$ cat src/rtl/rhmc_pkg.sv
package rhmc_pkg;

    localparam int UNIT_W              = 16;
    localparam int HASH_W              = 64;
    localparam int LEN_W               = 9;
    localparam int COUNT_W             = 31;
    localparam int CFG_IDX_W           = 2;
    localparam int DEFAULT_MAX_PATTERN = 256;
    localparam int QUEUE_DEPTH         = 2;

    localparam logic [HASH_W-1:0]  MULT_RESET  = 64'd31;
    localparam logic [LEN_W-1:0]   LEN_RESET   = 9'd1;
    localparam logic [HASH_W-1:0]  PHASH_RESET = 64'd0;
    localparam logic [HASH_W-1:0]  MPOW_RESET  = 64'd1;
    localparam logic [COUNT_W-1:0] COUNT_MAX   = '1;

    typedef enum logic [CFG_IDX_W-1:0] {
        CFG_MULT  = 2'd0,
        CFG_LEN   = 2'd1,
        CFG_PHASH = 2'd2,
        CFG_MPOW  = 2'd3
    } t_cfg_idx;

    typedef struct packed {
        logic [UNIT_W-1:0] outgoing;
        logic [UNIT_W-1:0] unit;
        logic              first;
        logic              last;
        logic              cmp;
    } t_job;

    typedef struct packed {
        logic full;
        logic empty;
    } t_q_stat;

endpackage

$ cat src/rtl/rhmc_fifo.sv
module rhmc_fifo (
    input  logic              i_clk,
    input  logic              i_rst_n,
    input  logic              i_push,
    input  rhmc_pkg::t_job    i_job,
    input  logic              i_pop,
    output rhmc_pkg::t_job    o_job,
    output rhmc_pkg::t_q_stat o_stat
);

    localparam int DEPTH = rhmc_pkg::QUEUE_DEPTH;
    localparam int QAW   = (DEPTH > 1) ? $clog2(DEPTH) : 1;
    localparam int QCW   = $clog2(DEPTH + 1);

    localparam logic [QAW-1:0] LAST_Q = QAW'(DEPTH - 1);
    localparam logic [QCW-1:0] FULL_C = QCW'(DEPTH);

    rhmc_pkg::t_job r_mem [DEPTH];
    logic [QAW-1:0] r_wr;
    logic [QAW-1:0] r_rd;
    logic [QCW-1:0] r_cnt;

    assign o_stat.full  = (r_cnt == FULL_C);
    assign o_stat.empty = (r_cnt == '0);
    assign o_job        = r_mem[r_rd];

    always_ff @(posedge i_clk) begin
        if (!i_rst_n) begin
            r_wr  <= '0;
            r_rd  <= '0;
            r_cnt <= '0;
        end else begin
            if (i_push) begin
                r_wr <= (r_wr == LAST_Q) ? '0 : r_wr + QAW'(1);
            end
            if (i_pop) begin
                r_rd <= (r_rd == LAST_Q) ? '0 : r_rd + QAW'(1);
            end
            if (i_push && !i_pop) begin
                r_cnt <= r_cnt + QCW'(1);
            end else if (i_pop && !i_push) begin
                r_cnt <= r_cnt - QCW'(1);
            end
        end
    end

    always_ff @(posedge i_clk) begin
        if (i_push) begin
            r_mem[r_wr] <= i_job;
        end
    end

`ifndef SYNTHESIS
    a_no_push_full: assert property (@(posedge i_clk) disable iff (!i_rst_n)
        i_push |-> !o_stat.full)
        else $error("push into full queue");

    a_no_pop_empty: assert property (@(posedge i_clk) disable iff (!i_rst_n)
        i_pop |-> !o_stat.empty)
        else $error("pop from empty queue");
`endif

endmodule

$ cat config.mk
export PLATFORM = sky130hd
export DESIGN_NAME = rhmc_fifo
export DESIGN_NICKNAME = d
export VERILOG_FILES = /design/src/rtl/rhmc_pkg.sv /design/src/rtl/rhmc_fifo.sv
export SDC_FILE = /design/constraint.sdc
export NUM_CORES = 1
export LEC_CHECK = 0
export BUFFER_PORTS_ARGS = -buffer_cell sky130_fd_sc_hd__buf_2
export CORE_MARGIN = 5
export CORE_UTILIZATION = 45
export CTS_CLUSTER_SIZE = 14
export DETAILED_ROUTE_END_ITERATION = 10
export GPL_TIMING_DRIVEN = 1
export PLACE_DENSITY = 0.74
export SLEW_MARGIN = 10
export SYNTH_ARGS = -nofsm -noshare
export SYNTH_HDL_FRONTEND = slang
export SYNTH_SLANG_ARGS = --single-unit
export TNS_END_PERCENT = 10
$ cat constraint.sdc
create_clock -name i_clk -period 3.8 [get_ports i_clk]
set_input_delay 0.38 -clock i_clk [delete_from_list [all_inputs] [get_ports i_clk]]
set_output_delay 0.38 -clock i_clk [all_outputs]
set_load 0.05 [all_outputs]
# After elaboration in Yosys (flattened, before gate mapping)
# Memory sizes are Yosys's and may differ from the RTL's. A register that Yosys moved wholly into a read port is not among the register bits.
# Cells that the tools add are included.
# op_classes
addsub,4
eq_ne,1
muxes,8
reduce_logical,6
# op_table
cell,n
two-way mux 1 bit,6
two-way mux 2 bit,2
"adder 1 bit, second input constant",2
"adder 2 x 1 -> 2 bit, second input constant",1
"equality test 2 bit, second input constant",1
logical AND 1 bit,2
zero test 1 bit,2
zero test 2 bit,1
nonzero test 2 bit,1
"subtractor 2 x 1 -> 2 bit, second input constant",1
# totals
register_bits,4
ram_bits,70
inputBits,39
out_inout_bits,37
mem_count,1
# mem_list
memory,words,width,rd,rd_ports_with_merged_regs,write_ports,line,source
r_mem,2,35,1,1,1,rhmc_fifo.sv:18,rhmc_pkg::t_job r_mem [DEPTH];

# Longest topological paths before layout
# depth
depth_word,4
depth_mapped,5

# Least setup slack after synthesis
# Ideal clock, no wire load.
# synth_timing
path_type,input -> register
startpoint,in i_push
endpoint,mem r_mem[0][0] in the netlist's numbering (enable)
setup_ps,433
arrival_ps,1987
slack_ps,1381
stages,1
path_buffers,0
path_cell_list,nor2b_1
# synth_via
elab_chain_cells,2
# synth_rtl
item,line,source
start: declaration,rhmc_fifo.sv:4,"input logic i_push,"
two-way mux 1 bit,rhmc_fifo.sv:48,if (i_push) begin
two-way mux 1 bit (implied by the code),rhmc_fifo.sv:49,r_mem[r_wr] <= i_job;
end: declaration,rhmc_fifo.sv:18,
# Every way passes these cells.

==> summary.md <==
| Metric | Value |
|---|---|
| RSZ-0062 raised after global routing | `no` |
| Max Slew Vio Count | `0` |
| Initial Util | `46.3%` |
| Largest net degree at the start of global routing | `37` |
| Crit path time final | `2.12 ns` |
| Cell count after synthesis | `between 100 and 150` |
| Layout area overhead | `22.2%` |
| # H-tree levels | `3` |
| CP required | `3.42 ns` |
| VDD IR max | `230 uV` |
| Outcome | `finished, final reports clean` |
| Relative slew margins | `31.2%` |
| Setup TNS after final layout | `0 ns` |
| Leak pwr | `1.27 nW` |
| Post-synth EDFFs | `70` |
| IO Count | `76` |
| CP Capture Type | `primary output` |
| # setup viols final | `0` |
| Hold violation total from the final report | `0` |
| Core area | `0.00592 mm2` |
| GRT overflow | `0` |
| Clock Skew | `0.00418 ns` |
| Sequential area share after synthesis | `80.3%` |
| GP Congestion | `0.707` |
| Top-count cell post-synth | `edfxtp_1` |
| Post-synth top area share | `76.6%` |
| Worst hold margin | `0.235 ns` |
| Measured slew at the worst slew-check pin | `1.03 ns` |
| Worst Hold Class | `in -> reg` |
| Prevailing post-synth register cell | `edfxtp_1` |
| Seq cells post-synth | `75` |
| Die H | `88.1 um` |
| First-pass GRT wire length | `6.97 mm` |
| Crit path max fanout | `32` |
| Max_cap viols | `0` |
| Synth area leaders | `edfxtp_1 77%, mux2_2 14%, dfxtp_1 3.6%` |
| Total GRT Usage | `12.6%` |
| DRT iter0 DRCs | `around 70` |
| Worst-Skew Late Latency | `0.33 ns` |
| TritonCTS Buffers | `9` |
| Vias | `1,401` |
| Pwr Density | `roughly 530 mW/mm2` |
| Post-DR wirelength/cell | `15.6 um` |
| Mean Syn Cell Area | `20.9 um2` |
| CTS resizes | `0` |
| Max clock buf depth | `2` |
| Post-route ant nets | `0` |
| Row Count | `28` |
| Initial antenna violation count | `0` |
| Drt pass-1 iters | `4` |
| Fraction of layout cells with a size suffix above 1 | `between 50 and 60%` |
| # hold bufs at CTS | `0` |
| Clock Tree Root | `clkbuf_8` |
| Tcrit/Tclk final | `about 56%` |
| Num Clock Sinks | `75` |
| Vias in the first global route | `1,449` |
| Syn nets | `~170` |
| WS Path Type | `reg -> out` |
| Detail Placement HPWL | `3.08 mm` |
| Post-synth ARST share | `0%` |
| Cell variety after synth | `17` |
| Most common library cells after synthesis | `70 x edfxtp_1, 35 x mux2_2, 5 x dfxtp_1` |
| Final layout net count | `254` |
| Port bufs | `75` |
| Reg clk slew, reported paths | `0.07 ns` |
| Setup Buffers After CTS | `0` |
| N_diodes | `0` |
| Chip Width | `88.1 um` |
| WL final | `4.59 mm` |
| Synth Cell Area | `around 0.0027 mm2` |
| F_max | `0.471 GHz` |
| Worst EP arrival | `about 1.7 ns` |
| CP Launch Type | `flip-flop` |
| Drt drc | `0` |
| Vias per cell | `4.77` |
| Die ar. | `0.00776 mm2` |
| Cell taking the most area after synthesis | `edfxtp_1` |
| CTS tree | `yes` |
| Yosys warning count | `0` |
-- routing by layer --
| metal | share of wire (%) | up-vias | track usage (%) |
|---|---|---|---|
| met5 | 0 | - | 0 |
| met4 | 1.5 | 0 | 7.01 |
| met3 | 6.2 | 7 | 3.86 |
| met2 | 52 | 44 | 20.7 |
| met1 | 40 | 682 | 14.9 |
| li1 | - | 668 | - |
-- critical path, stage by stage, from the launching register on --
cell and delay (ns):
dfxtp_1 0.38, buf_4 0.40, mux2_2 0.39, buf_2 0.21
-- registers in the layout, indices dropped and copies added, names as in the netlist, named ones only --
register / cells
r_rd: 1
r_cnt: 2
r_mem: 70
r_wr: 1
-- through the flow --
step	std cells	worst slack, ns	cell area [um2]	total power (W)	util [%]
2_1_floorplan	131	1.38	2740	0.00122	-
3_3_place_gp	278	2.02	3200	0.00130	54.1
3_5_place_dp	278	2.01	3200	0.00130	54.1
4_1_cts	294	1.64	3350	0.00178	56.6
5_1_grt	294	1.56	3350	0.00183	56.6
6_report	294	1.68	3350	0.00176	56.6
-- layout by cell type (no fill, tap or decap), types with 2 or more instances in the layout --
cell type,synthesis,final
buf_2,1,75
edfxtp_1,70,70
mux2_2,35,35
clkbuf_8,0,9
dfxtp_1,5,5
clkinv_1,0,4
and2_1,4,3
xor2_1,2,2
clkbuf_1,0,2
-- logic make-up (layout without fill, tap and decap cells) --
kind of cell | Yosys count | count (layout) | share of synthesized area, %
adders and majority gates | 1 | 1 | 0.456
xor gates and xnor gates | 3 | 3 | 0.958
AOI/OAI and AO/OA | 3 | 3 | 0.730
muxes | 35 | 35 | 14.4
and+or+nand+nor | 9 | 9 | 2.05
DFF | 75 | 75 | 80.3
buffers and inverters | 5 | 93 | 1.14
-- power by group --
part	internal, W	total [W]	leakage (nW)	switching (W)
logic	0.0000921	0.000314	0.495	0.000222
clock network	0.000227	0.000481	0.0773	0.000253
registers	0.000953	0.000966	0.699	0.0000137
total	0.00127	0.00176	1.27	0.000488
-- area by class of cell --
cell class	count	area (um2)
timing repair buffer	76	383
inverter	1	3.75
multi-input combinational	51	518
sequential	75	2200
clock inverter	5	20.0
tap	75	93.8
fill	486	2570
clock buffer	11	131
-- final timing paths --
path / startpoint / to / slack [ns] / cells after the start
worst min register to register: r_cnt[1] / r_cnt[1] / 0.51 / 2
worst max-delay path: flip-flop / o_job[32] / 1.68 / 3
worst max register to register: r_wr / r_mem[0][23] / 2.27 / 1
worst min-delay path: i_job[6] / r_mem[1][6] / 0.24 / 1
(Power assumes the default switching activity.)
